===== config.mk =====
export PLATFORM = sky130hd
export DESIGN_NAME = supply_source_hysteresis_detector_top_flat
export DESIGN_NICKNAME = d
export VERILOG_FILES = /design/src/hdl/sshd_pkg.sv /design/src/hdl/sshd_ifs.sv /design/src/hdl/sshd_core.sv /design/src/hdl/supply_source_hysteresis_detector_top.sv /design/src/flat_wrapper.sv
export VERILOG_INCLUDE_DIRS = /design/src /design/src/hdl
export SDC_FILE = /design/constraint.sdc
export NUM_CORES = 1
export LEC_CHECK = 0
export CAP_MARGIN = 20
export CORE_MARGIN = 2
export CORE_UTILIZATION = 35
export CTS_CLUSTER_DIAMETER = 150
export DETAILED_ROUTE_END_ITERATION = 12
export DONT_BUFFER_PORTS = 1
export GPL_TIMING_DRIVEN = 1
export PLACE_DENSITY_LB_ADDON = 0.12
export SLEW_MARGIN = 10
export SYNTH_ARGS = -nofsm -noshare
export SYNTH_HDL_FRONTEND = slang
export SYNTH_SLANG_ARGS = --single-unit

===== constraint.sdc =====
create_clock -name i_clk -period 6.74 [get_ports i_clk]
set_input_delay 1.348 -clock i_clk [delete_from_list [all_inputs] [get_ports i_clk]]
set_output_delay 1.348 -clock i_clk [all_outputs]
set_load 0.01 [all_outputs]

===== src/hdl/assert_macros.svh =====
// Assertion helpers for the supply source detector.
// Simulation builds get concurrent assertions; synthesis builds get nothing.
`ifndef ASSERT_MACROS_SVH
`define ASSERT_MACROS_SVH

`ifndef SYNTHESIS

// The property must hold at every rising clock edge outside reset.
`define SSHD_ASSERT(label, clk, rst_n, prop) \
    label: assert property (@(posedge clk) disable iff (!rst_n) (prop)) \
        else $error("sshd assertion failed");

// The condition must never be true outside reset.
`define SSHD_ASSERT_NEVER(label, clk, rst_n, cond) \
    label: assert property (@(posedge clk) disable iff (!rst_n) !(cond)) \
        else $error("sshd forbidden condition seen");

`else

`define SSHD_ASSERT(label, clk, rst_n, prop)
`define SSHD_ASSERT_NEVER(label, clk, rst_n, cond)

`endif

`endif


===== src/hdl/sshd_pkg.sv =====
package sshd_pkg;

    // Field widths.
    localparam int SAMPLE_W  = 16;
    localparam int TIME_W    = 32;
    localparam int THR_W     = 14;
    localparam int VOTE_W    = 8;
    localparam int CFG_IDX_W = 2;

    // Decision tuning.
    localparam logic [VOTE_W-1:0] SWITCH_VOTES   = 8'd3;
    localparam logic [VOTE_W-1:0] VOTE_MAX       = 8'd255;
    localparam logic [TIME_W-1:0] SETTLE_TIME_MS = 32'd60000;

    // Threshold limits and reset values.
    localparam logic [THR_W-1:0] THR_MIN_MV      = 14'd1000;
    localparam logic [THR_W-1:0] THR_MAX_MV      = 14'd12000;
    localparam logic [THR_W-1:0] MAINS_HI_RESET  = 14'd4500;
    localparam logic [THR_W-1:0] MAINS_LO_RESET  = 14'd4300;

    // Configuration register indexes.
    typedef enum logic [CFG_IDX_W-1:0] {
        CFG_MAINS_HI = 2'd0,
        CFG_MAINS_LO = 2'd1
    } t_cfg_idx;

    // One configuration write request.
    typedef struct packed {
        logic                 en;
        logic [CFG_IDX_W-1:0] index;
        logic [THR_W-1:0]     value;
    } t_cfg_wr;

    // One result item.
    typedef struct packed {
        logic on_mains;
        logic on_battery;
        logic switched;
    } t_result;

    // Decision state as seen from outside the core.
    typedef struct packed {
        logic              mains_state;
        logic [VOTE_W-1:0] votes;
        logic [THR_W-1:0]  hi_mv;
        logic [THR_W-1:0]  lo_mv;
    } t_status;

endpackage


===== src/hdl/sshd_ifs.sv =====
// Sample request channel.
interface sshd_sample_if;
    import sshd_pkg::*;
    logic                valid;
    logic                ready;
    logic [SAMPLE_W-1:0] sample_mv;
    logic [TIME_W-1:0]   time_ms;

    modport source (output valid, output sample_mv, output time_ms, input ready);
    modport sink (input valid, input sample_mv, input time_ms, output ready);
endinterface

// Decision result channel.
interface sshd_result_if;
    logic valid;
    logic ready;
    logic on_mains;
    logic on_battery;
    logic switched;

    modport source (output valid, output on_mains, output on_battery, output switched,
                    input ready);
    modport sink (input valid, input on_mains, input on_battery, input switched,
                  output ready);
endinterface

// Configuration write channel.
interface sshd_cfg_if;
    import sshd_pkg::*;
    logic                 valid;
    logic                 ready;
    logic [CFG_IDX_W-1:0] index;
    logic [THR_W-1:0]     data;

    modport source (output valid, output index, output data, input ready);
    modport sink (input valid, input index, input data, output ready);
endinterface


===== src/hdl/sshd_core.sv =====
module sshd_core
    import sshd_pkg::*;
(
    input  logic                i_clk,
    input  logic                i_rst_n,
    input  t_cfg_wr             i_cfg,
    input  logic                i_step,
    input  logic [SAMPLE_W-1:0] i_sample_mv,
    input  logic [TIME_W-1:0]   i_time_ms,
    output t_result             o_res,
    output t_status             o_status
);

    logic              r_seeded, n_seeded;
    logic              r_mains, n_mains;
    logic [VOTE_W-1:0] r_votes, n_votes;
    logic [TIME_W-1:0] r_last, n_last;
    logic [THR_W-1:0]  r_hi, n_hi;
    logic [THR_W-1:0]  r_lo, n_lo;

    logic [SAMPLE_W:0] sample_x2;
    logic [SAMPLE_W:0] thr_sum;
    logic              seed_mains;
    logic              vote_mains;
    logic              vote_battery;
    logic              voting;
    logic              vote_for_mains;
    logic [TIME_W-1:0] elapsed;
    logic [VOTE_W-1:0] votes_inc;
    logic              flip;
    logic              cfg_in_range;
    logic              cfg_hi_ok;
    logic              cfg_lo_ok;

    // Seeding compare: twice the sample against the sum of both thresholds.
    assign sample_x2  = {i_sample_mv, 1'b0};
    assign thr_sum    = {{(SAMPLE_W + 1 - THR_W){1'b0}}, r_hi}
                      + {{(SAMPLE_W + 1 - THR_W){1'b0}}, r_lo};
    assign seed_mains = (sample_x2 >= thr_sum);

    // Votes from the two thresholds; between them there is no vote.
    assign vote_mains     = (i_sample_mv >= {{(SAMPLE_W - THR_W){1'b0}}, r_hi});
    assign vote_battery   = (i_sample_mv <= {{(SAMPLE_W - THR_W){1'b0}}, r_lo});
    assign voting         = vote_mains || vote_battery;
    assign vote_for_mains = vote_mains;

    // Wrapping elapsed time and the saturating vote count.
    assign elapsed   = i_time_ms - r_last;
    assign votes_inc = (r_votes < VOTE_MAX) ? r_votes + 1'b1 : r_votes;
    assign flip      = r_seeded && voting && (vote_for_mains != r_mains)
                    && (elapsed >= SETTLE_TIME_MS) && (votes_inc >= SWITCH_VOTES);

    // Threshold write checks.
    assign cfg_in_range = (i_cfg.value >= THR_MIN_MV) && (i_cfg.value <= THR_MAX_MV);
    assign cfg_hi_ok    = cfg_in_range && (i_cfg.value > r_lo);
    assign cfg_lo_ok    = cfg_in_range && (i_cfg.value < r_hi);

    // Next decision state.
    always_comb begin
        n_seeded = r_seeded;
        n_mains  = r_mains;
        n_votes  = r_votes;
        n_last   = r_last;
        n_hi     = r_hi;
        n_lo     = r_lo;
        if (i_step) begin
            if (!r_seeded) begin
                n_seeded = 1'b1;
                n_mains  = seed_mains;
                n_votes  = '0;
                n_last   = i_time_ms;
            end else if (!voting || (vote_for_mains == r_mains)) begin
                n_votes = '0;
            end else if (elapsed < SETTLE_TIME_MS) begin
                n_votes = '0;
            end else if (flip) begin
                n_mains = vote_for_mains;
                n_votes = '0;
                n_last  = i_time_ms;
            end else begin
                n_votes = votes_inc;
            end
        end
        if (i_cfg.en) begin
            unique case (i_cfg.index)
                CFG_MAINS_HI: begin
                    if (cfg_hi_ok) begin
                        n_hi    = i_cfg.value;
                        n_votes = '0;
                    end
                end
                CFG_MAINS_LO: begin
                    if (cfg_lo_ok) begin
                        n_lo    = i_cfg.value;
                        n_votes = '0;
                    end
                end
                default: begin
                end
            endcase
        end
    end

    // State registers.
    always_ff @(posedge i_clk) begin
        if (!i_rst_n) begin
            r_seeded <= 1'b0;
            r_mains  <= 1'b0;
            r_votes  <= '0;
            r_last   <= '0;
            r_hi     <= MAINS_HI_RESET;
            r_lo     <= MAINS_LO_RESET;
        end else begin
            r_seeded <= n_seeded;
            r_mains  <= n_mains;
            r_votes  <= n_votes;
            r_last   <= n_last;
            r_hi     <= n_hi;
            r_lo     <= n_lo;
        end
    end

    // Result of the item being stepped.
    assign o_res.on_mains   = n_mains;
    assign o_res.on_battery = !n_mains;
    assign o_res.switched   = i_step && flip;

    assign o_status.mains_state = r_mains;
    assign o_status.votes       = r_votes;
    assign o_status.hi_mv       = r_hi;
    assign o_status.lo_mv       = r_lo;

endmodule


===== src/hdl/supply_source_hysteresis_detector_top.sv =====
// Channel    Direction  Payload
// i_sample   in         sample_mv[15:0], time_ms[31:0]
// o_result   out        on_mains, on_battery, switched
// i_cfg      in         index[1:0], data[13:0] (0: mains_hi_mv, 1: mains_lo_mv)
//
// A sample request is held in the input register and is decided on the way into
// the result register, which presents its result.
// One sample is taken every cycle unless the result side stalls.
// Reset is synchronous and active low; thresholds return to 4500 and 4300 mV.
// A stalled result holds the result register, then the input register, then i_sample.
// Configuration writes are always taken.
`include "assert_macros.svh"

module supply_source_hysteresis_detector_top
    import sshd_pkg::*;
(
    input  logic          i_clk,
    input  logic          i_rst_n,
    sshd_sample_if.sink   i_sample,
    sshd_result_if.source o_result,
    sshd_cfg_if.sink      i_cfg
);

    logic                r_s1_valid;
    logic [SAMPLE_W-1:0] r_s1_sample;
    logic [TIME_W-1:0]   r_s1_time;
    logic                r_out_valid;
    t_result             r_out;

    logic    out_free;
    logic    s1_move;
    logic    s1_load;
    t_cfg_wr cfg_wr;
    t_result core_res;
    t_status core_status;

    // Handshake flow through the two register stages.
    assign out_free = !r_out_valid || o_result.ready;
    assign s1_move  = r_s1_valid && out_free;
    assign s1_load  = i_sample.valid && i_sample.ready;
    assign i_sample.ready = !r_s1_valid || out_free;

    // Configuration writes go straight to the core.
    assign i_cfg.ready  = 1'b1;
    assign cfg_wr.en    = i_cfg.valid;
    assign cfg_wr.index = i_cfg.index;
    assign cfg_wr.value = i_cfg.data;

    // Input register control.
    always_ff @(posedge i_clk) begin
        if (!i_rst_n) begin
            r_s1_valid <= 1'b0;
        end else if (s1_load) begin
            r_s1_valid <= 1'b1;
        end else if (s1_move) begin
            r_s1_valid <= 1'b0;
        end
    end

    // Input register payload.
    always_ff @(posedge i_clk) begin
        if (s1_load) begin
            r_s1_sample <= i_sample.sample_mv;
            r_s1_time   <= i_sample.time_ms;
        end
    end

    sshd_core u_core (
        .i_clk       (i_clk),
        .i_rst_n     (i_rst_n),
        .i_cfg       (cfg_wr),
        .i_step      (s1_move),
        .i_sample_mv (r_s1_sample),
        .i_time_ms   (r_s1_time),
        .o_res       (core_res),
        .o_status    (core_status)
    );

    // Result register control.
    always_ff @(posedge i_clk) begin
        if (!i_rst_n) begin
            r_out_valid <= 1'b0;
        end else if (out_free) begin
            r_out_valid <= r_s1_valid;
        end
    end

    // Result register payload.
    always_ff @(posedge i_clk) begin
        if (s1_move) begin
            r_out <= core_res;
        end
    end

    assign o_result.valid      = r_out_valid;
    assign o_result.on_mains   = r_out.on_mains;
    assign o_result.on_battery = r_out.on_battery;
    assign o_result.switched   = r_out.switched;

    // Thresholds always stay ordered, whatever is written.
    `SSHD_ASSERT(a_thr_order, i_clk, i_rst_n, core_status.hi_mv > core_status.lo_mv)

    // The vote counter clears before it reaches the switch count.
    `SSHD_ASSERT(a_votes_bound, i_clk, i_rst_n, core_status.votes < SWITCH_VOTES)

    // A switching sample leaves the state at the new decision with no votes.
    `SSHD_ASSERT(a_switch_state, i_clk, i_rst_n,
        s1_move && core_res.switched |=> (core_status.votes == '0)
            && (core_status.mains_state == $past(core_res.on_mains)))

    // A pending sample is never dropped while the result side stalls.
    `SSHD_ASSERT(a_s1_hold, i_clk, i_rst_n, r_s1_valid && !out_free |=> r_s1_valid)

endmodule

===== src/flat_wrapper.sv =====
// flat-port wrapper written by rule: the top's interface ports become plain ports
module supply_source_hysteresis_detector_top_flat import sshd_pkg::*;
  (i_clk, i_rst_n, i_sample_valid, i_sample_sample_mv, i_sample_time_ms, i_sample_ready, o_result_valid, o_result_on_mains, o_result_on_battery, o_result_switched, o_result_ready, i_cfg_valid, i_cfg_index, i_cfg_data, i_cfg_ready);
  sshd_sample_if i_sample_i ();
  sshd_result_if o_result_i ();
  sshd_cfg_if i_cfg_i ();
  input  logic i_clk;
  input  logic i_rst_n;
  input wire logic [$bits(i_sample_i.valid)-1:0] i_sample_valid;
  input wire logic [$bits(i_sample_i.sample_mv)-1:0] i_sample_sample_mv;
  input wire logic [$bits(i_sample_i.time_ms)-1:0] i_sample_time_ms;
  output wire logic [$bits(i_sample_i.ready)-1:0] i_sample_ready;
  output wire logic [$bits(o_result_i.valid)-1:0] o_result_valid;
  output wire logic [$bits(o_result_i.on_mains)-1:0] o_result_on_mains;
  output wire logic [$bits(o_result_i.on_battery)-1:0] o_result_on_battery;
  output wire logic [$bits(o_result_i.switched)-1:0] o_result_switched;
  input wire logic [$bits(o_result_i.ready)-1:0] o_result_ready;
  input wire logic [$bits(i_cfg_i.valid)-1:0] i_cfg_valid;
  input wire logic [$bits(i_cfg_i.index)-1:0] i_cfg_index;
  input wire logic [$bits(i_cfg_i.data)-1:0] i_cfg_data;
  output wire logic [$bits(i_cfg_i.ready)-1:0] i_cfg_ready;
  assign i_sample_i.valid = i_sample_valid;
  assign i_sample_i.sample_mv = i_sample_sample_mv;
  assign i_sample_i.time_ms = i_sample_time_ms;
  assign i_sample_ready = i_sample_i.ready;
  assign o_result_valid = o_result_i.valid;
  assign o_result_on_mains = o_result_i.on_mains;
  assign o_result_on_battery = o_result_i.on_battery;
  assign o_result_switched = o_result_i.switched;
  assign o_result_i.ready = o_result_ready;
  assign i_cfg_i.valid = i_cfg_valid;
  assign i_cfg_i.index = i_cfg_index;
  assign i_cfg_i.data = i_cfg_data;
  assign i_cfg_ready = i_cfg_i.ready;
  supply_source_hysteresis_detector_top u_core (.i_clk(i_clk), .i_rst_n(i_rst_n), .i_sample(i_sample_i), .o_result(o_result_i), .i_cfg(i_cfg_i));
endmodule

==> results.json, run 1 <==
{
  "status": "complete, no violations",
  "nets": 1087,
  "h-tree-depth": 4,
  "p_leak_nw": 3.84,
  "synth.avg_cell_area_um2": 9.35,
  "dpl_cell_area_mm2": 0.00875,
  "synth-edff-count": 51,
  "cp.arrival_ns": 4.41,
  "finalCritPeriodShare_pct": 62.9,
  "start_util_pct": 35.8,
  "whs_ns": 0.452,
  "fp.coreArea_mm2": 0.0235,
  "syn2layout_area_growth_pct": 11.3,
  "synthesis.area_mm2": 0.00844,
  "peakVddDrop_v": 0.000130,
  "drc_errors": 0,
  "post_drt_wl_per_cell_um": 16.4,
  "tightestPinTransition_ns": 0.698,
  "place_congestion": 0.835,
  "yosysTopAreaCell": "edfxtp_1",
  "use_met1_pct": 21.5,
  "cts_resized": 0,
  "worstHoldPathCells": 2,
  "cts.sink_count": 123,
  "endpoint_kind": "register",
  "grt_pass1_wl_mm": 33.7,
  "synth_nets": 1088,
  "place_inst": 1201,
  "yosys_warnings": 0,
  "setup_viol": 0,
  "holdCritStartpoint": "u_core.u_core.r_last[9]",
  "worst_ep_required_time_ns": 6.91,
  "yosysMostFrequentCell": "ha_1",
  "rr_worst_depth": 19,
  "min_path_type": "reg -> reg",
  "fin_util_pct": 39.9,
  "ys_ff_latch": 123,
  "path_clk_slew_ns": 0.06,
  "synthFlopType": "dfxtp_1",
  "design_area_mm2": 0.00939,
  "drtAntennaViolNets": 0,
  "rsz0062_at_grt": "false",
  "overflow": 0,
  "critPathMaxFanout": 4,
  "fillers": 2391,
  "drv_cap": 0,
  "drt-total-wl_mm": 20.2,
  "cts_tree": "built",
  "ys_types": 69,
  "synthesis.instances": 902,
  "skew_ns": 0.0176,
  "critical_path_class": "reg -> reg",
  "die_h_um": 159,
  "cts_setup_buffers": 0,
  "timing.slew.headroom_pct": 53.5,
  "cts_buffers": 17,
  "hold_path_end": "u_core.u_core.r_last[9]",
  "grt_use_met3_pct": 3.31,
  "async_reset_ff_share_pct": 0,
  "worstSkewPairLatency_ns": 0.43,
  "r2r-start": "u_core.u_core.r_lo[0]",
  "grt_max_degree": 98,
  "startpoint_type": "register",
  "antenna_found_initial": 0,
  "busiest_layer": "met2",
  "first_iter_violations": 289,
  "drv_slew": 0,
  "diodes": 0,
  "maxClockFrequency_mhz": 236,
  "r2r-end": "u_core.o_result.on_mains",
  "grtUsageMet2_pct": 28.0,
  "root_buffer": "clkbuf_16",
  "grt_usage_pct": 16.5,
  "post-place-ws_ns": 2.58,
  "rrSetupSlack_ns": 2.50,
  "top_level_ports": 75,
  "power_mw": 2.21,
  "rows": 56,
  "die_area_mm2": 0.0254,
  "via_per_inst": 5.10,
  "cts_hold_buffers": 0,
  "yosysTopAreaCellShare_pct": 18.2,
  "grt_pass1_vias": 6429,
  "vias": 6284,
  "power_density_mw_per_mm2": 235,
  "layout-drive-gt1-share_pct": 5.80,
  "final_cells": 1233,
  "ys_seq_area_share_pct": 35.2,
  "io_buffer_count": 0,
  "clk_path_buf_depth": 2,
  "drt_pass1_iterations": 4,
  "die_x_um": 159,
  "yosys-top-cells-area": "edfxtp_1 (18%), dfxtp_1 (17%), ha_1 (17%), mux2i_1 (6.9%), nand2_1 (5.0%)",
  "layout_setup_ws_ns": 2.50,
  "setup_tns_ns": 0,
  "dpl.hpwl_mm": 15.2,
  "synth.top_cells.by_count": "ha_1 (115), nand2_1 (113), dfxtp_1 (72)",
  "min_period_ns": 4.24,
  "hold_viol": 0
}
## cell usage in the layout, fill, tap and decap left out, types with 15 or more instances in the layout
cell type and instances:
ha_1 115, nand2_1 113, dfxtp_1 72, inv_1 70
mux2i_1 58, a21oi_1 52, edfxtp_1 51, nor2_1 35
nor2b_1 32, o21ai_0 25, xnor2_1 22, o21a_1 22
a21o_1 19, clkbuf_16 17, and3_1 15, nand3_1 15
## worst max-delay path, cell delays in order, from the launching register on
cell and delay, ns:
dfxtp_1 0.34, ha_1 0.23, fa_1 0.41, a21o_1 0.18, a21oi_1 0.23, o21bai_1 0.12, a21oi_1 0.27, nor2b_1 0.08
o21a_1 0.19, o21a_1 0.20, o21a_1 0.19, nor4_1 0.18, nor3_1 0.13, xnor2_1 0.14, ha_1 0.30, a221o_1 0.30
a31oi_1 0.14, o21a_1 0.14, a41oi_1 0.07, o21a_1 0.15
## metal layers
metal / vias to the layer above / wire length (µm)
li1: 3268 / -
met1: 2925 / 9990
met2: 81 / 9560
met3: 10 / 534
met4: 0 / 136
met5: - / 0
## state kept, by name, indices dropped and copies added, names as in the netlist
name,flops
u_core.u_core.r_seeded,1
u_core.r_s1_sample,16
u_core.o_result.on_mains,1
u_core.o_result.switched,1
u_core.u_core.r_votes,8
u_core.u_core.r_mains,1
u_core.u_core.r_last,32
u_core.r_s1_valid,1
u_core.u_core.r_lo,14
u_core.o_result.on_battery,1
u_core.r_s1_time,32
u_core.u_core.r_hi,14
u_core.o_result.valid,1
## cell families after synthesis
logic type | synth area share [%]
compound gates | 15.8
buf+inv | 4.63
simple gates | 16.2
mux | 7.15
flops | 35.2
xor+xnor | 3.43
fa+ha+maj | 17.5
other cells | 0.0444
## final cells by class
| cell class | instances | area (µm²) | area share [%] |
|---|---|---|---|
| timing repair buffer | 4 | 30.0 | 0.320 |
| sequential | 123 | 2970 | 31.7 |
| multi-input combinational | 685 | 5080 | 54.1 |
| clock inverter | 13 | 214 | 2.28 |
| tap | 319 | 399 | 4.25 |
| inverter | 70 | 263 | 2.80 |
| clock buffer | 19 | 433 | 4.61 |
## power by group
part | internal [mW] | switching, mW
logic | 0.152 | 0.204
clock network | 0.660 | 0.357
registers | 0.813 | 0.0252
total | 1.63 | 0.586
## worst max-delay path by stage
stage	from	end	depth (start not counted)
after floorplan	u_core.u_core.r_lo[0]	u_core.o_result.on_mains	19
after global placement	u_core.u_core.r_lo[0]	u_core.o_result.on_mains	19
after detailed placement	u_core.u_core.r_lo[0]	u_core.o_result.on_mains	19
after CTS	u_core.u_core.r_lo[0]	u_core.o_result.on_mains	19
after global routing	u_core.u_core.r_lo[0]	u_core.o_result.on_mains	19
final	u_core.u_core.r_lo[0]	u_core.o_result.on_mains	19
No activity file was read; power rests on OpenSTA's default activity.
==> run 2: changes to the inputs <==
==> constraint.sdc (replaced) <==
create_clock -name i_clk -period 4.4 [get_ports i_clk]
set_input_delay 0.88 -clock i_clk [delete_from_list [all_inputs] [get_ports i_clk]]
set_output_delay 0.88 -clock i_clk [all_outputs]
set_load 0.01 [all_outputs]
==> run 2 against run 1 <==
Effect of this change: global-route usage fell by 0.13 points; clock power grew 49%; via count is 0.48% lower; clock skew fell by 0.0067 ns; register-to-register slack got worse by 2.3 ns; setup slack got worse by 2.3 ns.
==> results.json, run 2 (same netlist as run 1, synthesis figures left out) <==
{
  "r2r-start": "u_core.u_core.r_lo[1]",
  "path_delay_family": "compound AO/OA/AOI/OAI gates",
  "status": "complete, no violations",
  "drt_pass1_iterations": 5,
  "clk_path_buf_depth": 2,
  "dpl.hpwl_mm": 15.1,
  "worstHoldPathCells": 2,
  "skew_ns": 0.0109,
  "startpoint_type": "register",
  "root_buffer": "clkbuf_16",
  "fp.coreArea_mm2": 0.0235,
  "post_drt_wl_per_cell_um": 16.3,
  "hold_path_end": "u_core.u_core.r_last[30]",
  "min_period_ns": 4.15,
  "syn2layout_area_growth_pct": 11.3,
  "rows": 56,
  "drt-total-wl_mm": 20.1,
  "overflow": 0,
  "die_area_mm2": 0.0254,
  "grt_usage_pct": 16.4,
  "layout-drive-gt1-share_pct": 5.91,
  "place_congestion": 0.842,
  "rsz0062_at_grt": "false",
  "rr_worst_depth": 17,
  "io_buffer_count": 0,
  "worst_ep_required_time_ns": 4.56,
  "setup_viol": 0,
  "final_common_cell": "ha_1",
  "first_iter_violations": 299,
  "holdCritStartpoint": "u_core.u_core.r_last[30]",
  "endpoint_kind": "register",
  "drv_cap": 0,
  "via_per_inst": 5.07,
  "cp.arrival_ns": 4.31,
  "cts.sink_count": 123,
  "critPathSlowestCell": "or4_1",
  "grt_pass1_vias": 6294,
  "power_mw": 3.35,
  "drtAntennaViolNets": 0,
  "r2r-end": "u_core.o_result.on_battery",
  "die_h_um": 159,
  "setup_tns_ns": 0,
  "drc_errors": 0,
  "fillers": 2416,
  "cp_cell_sequence": "ha_1, a21o_1, a21oi_1, o21bai_1, a21oi_1, o21bai_1, a21oi_1, o21ai_0, or4_1, a31oi_1, o21bai_1, xnor2_1, ha_1, o2111ai_1, o21a_1, a41oi_1, o21ai_1",
  "maxClockFrequency_mhz": 241,
  "worstSkewPairLatency_ns": 0.43,
  "vias": 6254,
  "cts_buffers": 17,
  "cpPeakStageDelay_ns": 0.46,
  "critical_path_class": "reg -> reg",
  "grt_pass1_wl_mm": 33.1,
  "h-tree-depth": 4,
  "tightestPinTransition_ns": 0.870,
  "cts_tree": "built",
  "min_path_type": "reg -> reg",
  "drv_slew": 0,
  "start_util_pct": 35.8,
  "die_x_um": 159,
  "diodes": 0,
  "grt_max_degree": 98,
  "timing.slew.headroom_pct": 42.0,
  "finalCritPeriodShare_pct": 94.3,
  "antenna_found_initial": 0,
  "critPathMaxFanout": 4,
  "rrSetupSlack_ns": 0.25,
  "nets": 1087,
  "power_density_mw_per_mm2": 357,
  "layout_top_registers": "u_core.r_s1_time x32, u_core.u_core.r_last x32, u_core.r_s1_sample x16",
  "top_level_ports": 75,
  "p_leak_nw": 3.83,
  "cp_num_buf_inv": 0,
  "seqCellArea_mm2": 0.00297,
  "hold_viol": 0,
  "final_cell_mix": "ha_1 (115), nand2_1 (113), dfxtp_1 (72)",
  "peakVddDrop_v": 0.000155,
  "multi_input_area_mm2": 0.00508,
  "path_clk_slew_ns": 0.06
}
==> run 2: final cells by class <==
type	count	share of cell area (%)
clock buffers	20	4.65
clock inverters	12	2.03
inverters	70	2.80
multi-input cells	685	54.2
flip-flops and latches	123	31.7
well taps	319	4.25
repair buffers	4	0.453
==> run 2: where the power goes <==
group	switching [mW]	internal (mW)
Clock	0.563	0.957
Sequential	0.0395	1.25
Combinational	0.311	0.234
==> run 2: worst max path at each step <==
| stage | startpoint | end | slack, ns | cells after the start |
|---|---|---|---|---|
| 2_1_floorplan | u_core.u_core.r_lo[0] | u_core.o_result.on_mains | 0.63 | 19 |
| 6_report | u_core.u_core.r_lo[1] | u_core.o_result.on_battery | 0.25 | 17 |
| 3_3_place_gp | u_core.u_core.r_lo[0] | u_core.o_result.on_mains | 0.31 | 19 |
| 4_1_cts | u_core.u_core.r_lo[0] | u_core.o_result.on_mains | 0.22 | 19 |
| 5_1_grt | u_core.u_core.r_lo[0] | u_core.o_result.on_mains | 0.004 | 19 |
| 3_5_place_dp | u_core.u_core.r_lo[0] | u_core.o_result.on_mains | 0.25 | 19 |
==> run 2: layer usage <==
| layer | vias to the layer above | routed length (µm) | global-route usage [%] |
|---|---|---|---|
| met5 | - | 0 | 0 |
| met4 | 0 | 238 | 4.59 |
| met3 | 15 | 600 | 3.18 |
| met2 | 95 | 9100 | 26.8 |
| met1 | 2875 | 10100 | 22.1 |
| li1 | 3269 | - | - |
==> run 2: what timing repair did <==
action,in CTS,in global routing
endpoints found under the setup margin,0,2
setup buffers,0,0
endpoints found under the hold margin,0,0
gates resized for setup,0,1
hold buffers,0,0
==> run 2: metrics by stage <==
step	util [%]	hold slack [ns]	worst slack (ns)	cells	area (µm²)
6_report	39.9	0.456	0.249	1233	9390
3_3_place_gp	37.2	0.444	0.306	1201	8760
3_5_place_dp	37.2	0.447	0.254	1201	8760
5_1_grt	39.9	0.473	0.00378	1233	9390
2_1_floorplan	-	0.435	0.634	902	8440
4_1_cts	39.9	0.460	0.219	1233	9390
==> run 2: worst reg2reg max path: stages (launching register included) <==
cell       delay [ns]
dfxtp_1          0.41
ha_1             0.26
a21o_1           0.17
a21oi_1          0.21
o21bai_1         0.10
a21oi_1          0.25
o21bai_1         0.11
a21oi_1          0.23
o21ai_0          0.18
or4_1            0.46
a31oi_1          0.27
o21bai_1         0.11
xnor2_1          0.13
ha_1             0.30
o2111ai_1        0.11
o21a_1           0.20
a41oi_1          0.26
o21ai_1          0.11
==> run 3: changes to the inputs <==
--- a/config.mk
+++ b/config.mk
@@ -7,6 +7,8 @@
 export NUM_CORES = 1
 export LEC_CHECK = 0
 export CAP_MARGIN = 20
+export CELL_PAD_IN_SITES_DETAIL_PLACEMENT = 1
+export CELL_PAD_IN_SITES_GLOBAL_PLACEMENT = 1
 export CORE_MARGIN = 2
 export CORE_UTILIZATION = 35
 export CTS_CLUSTER_DIAMETER = 150
==> run 3 against run 2 <==
Effect of this change: count of clock-buffer cells in the layout shrank 2; die area is the same; via count grew 2.0%; global-route usage grew 1.1 points; final area shrank 0.64%; power shrank 4.1%; critical path type unchanged; sequential share of layout area grew 0.20 points.
==> results.json, run 3 (same netlist as run 1, synthesis figures left out) <==
{
  "status": "complete, no violations",
  "drtAntennaViolNets": 0,
  "top_level_ports": 75,
  "cpMostUsedCell": "a21oi_1",
  "p_leak_nw": 3.80,
  "cts_buffers": 17,
  "path_delay_family": "compound AO/OA/AOI/OAI gates",
  "fp.coreArea_mm2": 0.0235,
  "final_common_cell": "ha_1",
  "cts_tree": "built",
  "place_inst": 1202,
  "critical_path_class": "reg -> reg",
  "grt_usage_pct": 17.5,
  "overflow": 0,
  "post-place-ws_ns": 0.255,
  "seqCellArea_mm2": 0.00297,
  "cpPeakStageDelay_ns": 0.47,
  "skew_ns": 0.0164,
  "final_cells": 1236,
  "critPathSlowestCell": "or4_1",
  "hold_viol": 0,
  "layout-drive-gt1-share_pct": 6.23,
  "setup_tns_ns": 0,
  "cp.arrival_ns": 4.30,
  "rsz0062_at_grt": "false",
  "r2r-start": "u_core.u_core.r_lo[1]",
  "vias": 6379,
  "final_cell_mix": "ha_1 (115), nand2_1 (113), dfxtp_1 (72)",
  "die_x_um": 159,
  "endpoint_kind": "register",
  "layout_top_registers": "u_core.r_s1_time x32, u_core.u_core.r_last x32, u_core.r_s1_sample x16",
  "start_util_pct": 35.8,
  "tightestPinTransition_ns": 0.608,
  "h-tree-depth": 4,
  "cts.sink_count": 123,
  "min_path_type": "reg -> reg",
  "rr_worst_depth": 18,
  "syn2layout_area_growth_pct": 10.6,
  "nets": 1088,
  "setup_viol": 0,
  "finalCritPeriodShare_pct": 93.8,
  "grt_pass1_wl_mm": 35.1,
  "worst_ep_required_time_ns": 4.58,
  "drt-total-wl_mm": 21.6,
  "power_density_mw_per_mm2": 344,
  "r2r-end": "u_core.o_result.on_mains",
  "die_h_um": 159,
  "antenna_found_initial": 4,
  "cp_cell_sequence": "ha_1, a21o_1, a21oi_1, o21bai_1, a21oi_1, o21bai_1, a21oi_1, o21ai_0, or4_1, nand2_1, xor2_1, ha_1, a21o_1, a221o_1, a31oi_1, o21a_1, a41oi_1, o21a_1",
  "critPathMaxFanout": 4,
  "critPathLaunch": "u_core.u_core.r_lo[1]",
  "whs_ns": 0.455,
  "fillers": 2765,
  "cp.depth": 18,
  "path_clk_slew_ns": 0.06,
  "multi_input_area_mm2": 0.00508,
  "post_drt_wl_per_cell_um": 17.5,
  "worstHoldPathCells": 2,
  "grt_max_degree": 98,
  "timing.slew.headroom_pct": 59.1,
  "rows": 56,
  "dpl.hpwl_mm": 16.6,
  "drc_errors": 0,
  "holdCritStartpoint": "u_core.u_core.r_last[11]",
  "root_buffer": "clkbuf_16",
  "crit_path_end": "u_core.o_result.on_mains",
  "via_per_inst": 5.16,
  "worstSkewPairLatency_ns": 0.43,
  "cp_num_buf_inv": 0,
  "startpoint_type": "register",
  "io_buffer_count": 0,
  "place_congestion": 0.806,
  "die_area_mm2": 0.0254,
  "drt_pass1_iterations": 4,
  "maxClockFrequency_mhz": 242,
  "power_mw": 3.21,
  "drv_cap": 0,
  "grt_pass1_vias": 6675,
  "rrSetupSlack_ns": 0.27,
  "drv_slew": 0,
  "peakVddDrop_v": 0.000234,
  "layout_setup_ws_ns": 0.272,
  "first_iter_violations": 223,
  "min_period_ns": 4.13,
  "cts_hold_buffers": 0,
  "clk_path_buf_depth": 2
}
## run 3: worst reg2reg max path, stage by stage, from the launching register on
cell	delay (ns)
dfxtp_1	0.41
ha_1	0.26
a21o_1	0.15
a21oi_1	0.23
o21bai_1	0.10
a21oi_1	0.22
o21bai_1	0.09
a21oi_1	0.23
o21ai_0	0.17
or4_1	0.47
nand2_1	0.10
xor2_1	0.15
ha_1	0.26
a21o_1	0.18
a221o_1	0.31
a31oi_1	0.17
o21a_1	0.15
a41oi_1	0.07
o21a_1	0.15
## run 3: timing repair
action                     CTS  global route
hold endpoints to repair     0             0
gates resized for setup      0             1
setup endpoints to repair    0             1
buffers inserted             0             0
## run 3: worst min-delay path by stage
stage | to
floorplan | u_core.u_core.r_last[10]
global placement | u_core.u_core.r_last[14]
detailed placement | u_core.u_core.r_last[12]
CTS | u_core.u_core.r_last[12]
global route | u_core.u_core.r_last[10]
finish | u_core.u_core.r_last[11]
## run 3: report_power, final
part	switching [mW]	internal, mW
logic	0.318	0.234
clock network	0.585	0.788
registers	0.0407	1.25
## run 3: metrics by stage
step / instance area (µm²) / utilization, %
after floorplan: 8440 / -
after global placement: 8750 / 37.2
after detailed placement: 8750 / 37.2
after CTS: 9320 / 39.6
after global routing: 9330 / 39.6
final: 9330 / 39.6
## run 3: final cells by class
class                      instances  share of cell area [%]
tap                              319                    4.28
timing repair buffer               5                   0.402
sequential                       123                    31.9
multi-input combinational        685                    54.5
clock inverter                    14                    1.48
antenna                            2                  0.0536
clock buffer                      18                    4.60
inverter                          70                    2.82
## run 3: routing by layer
metal  vias to the layer above  part of all wire (%)  GRT usage, %
met5                         -                  0.11             0
met1                      3011                    49          22.6
li1                       3270                     -             -
met4                         4                  0.85          4.21
met3                        19                   3.4          4.27
met2                        75                    47          29.4
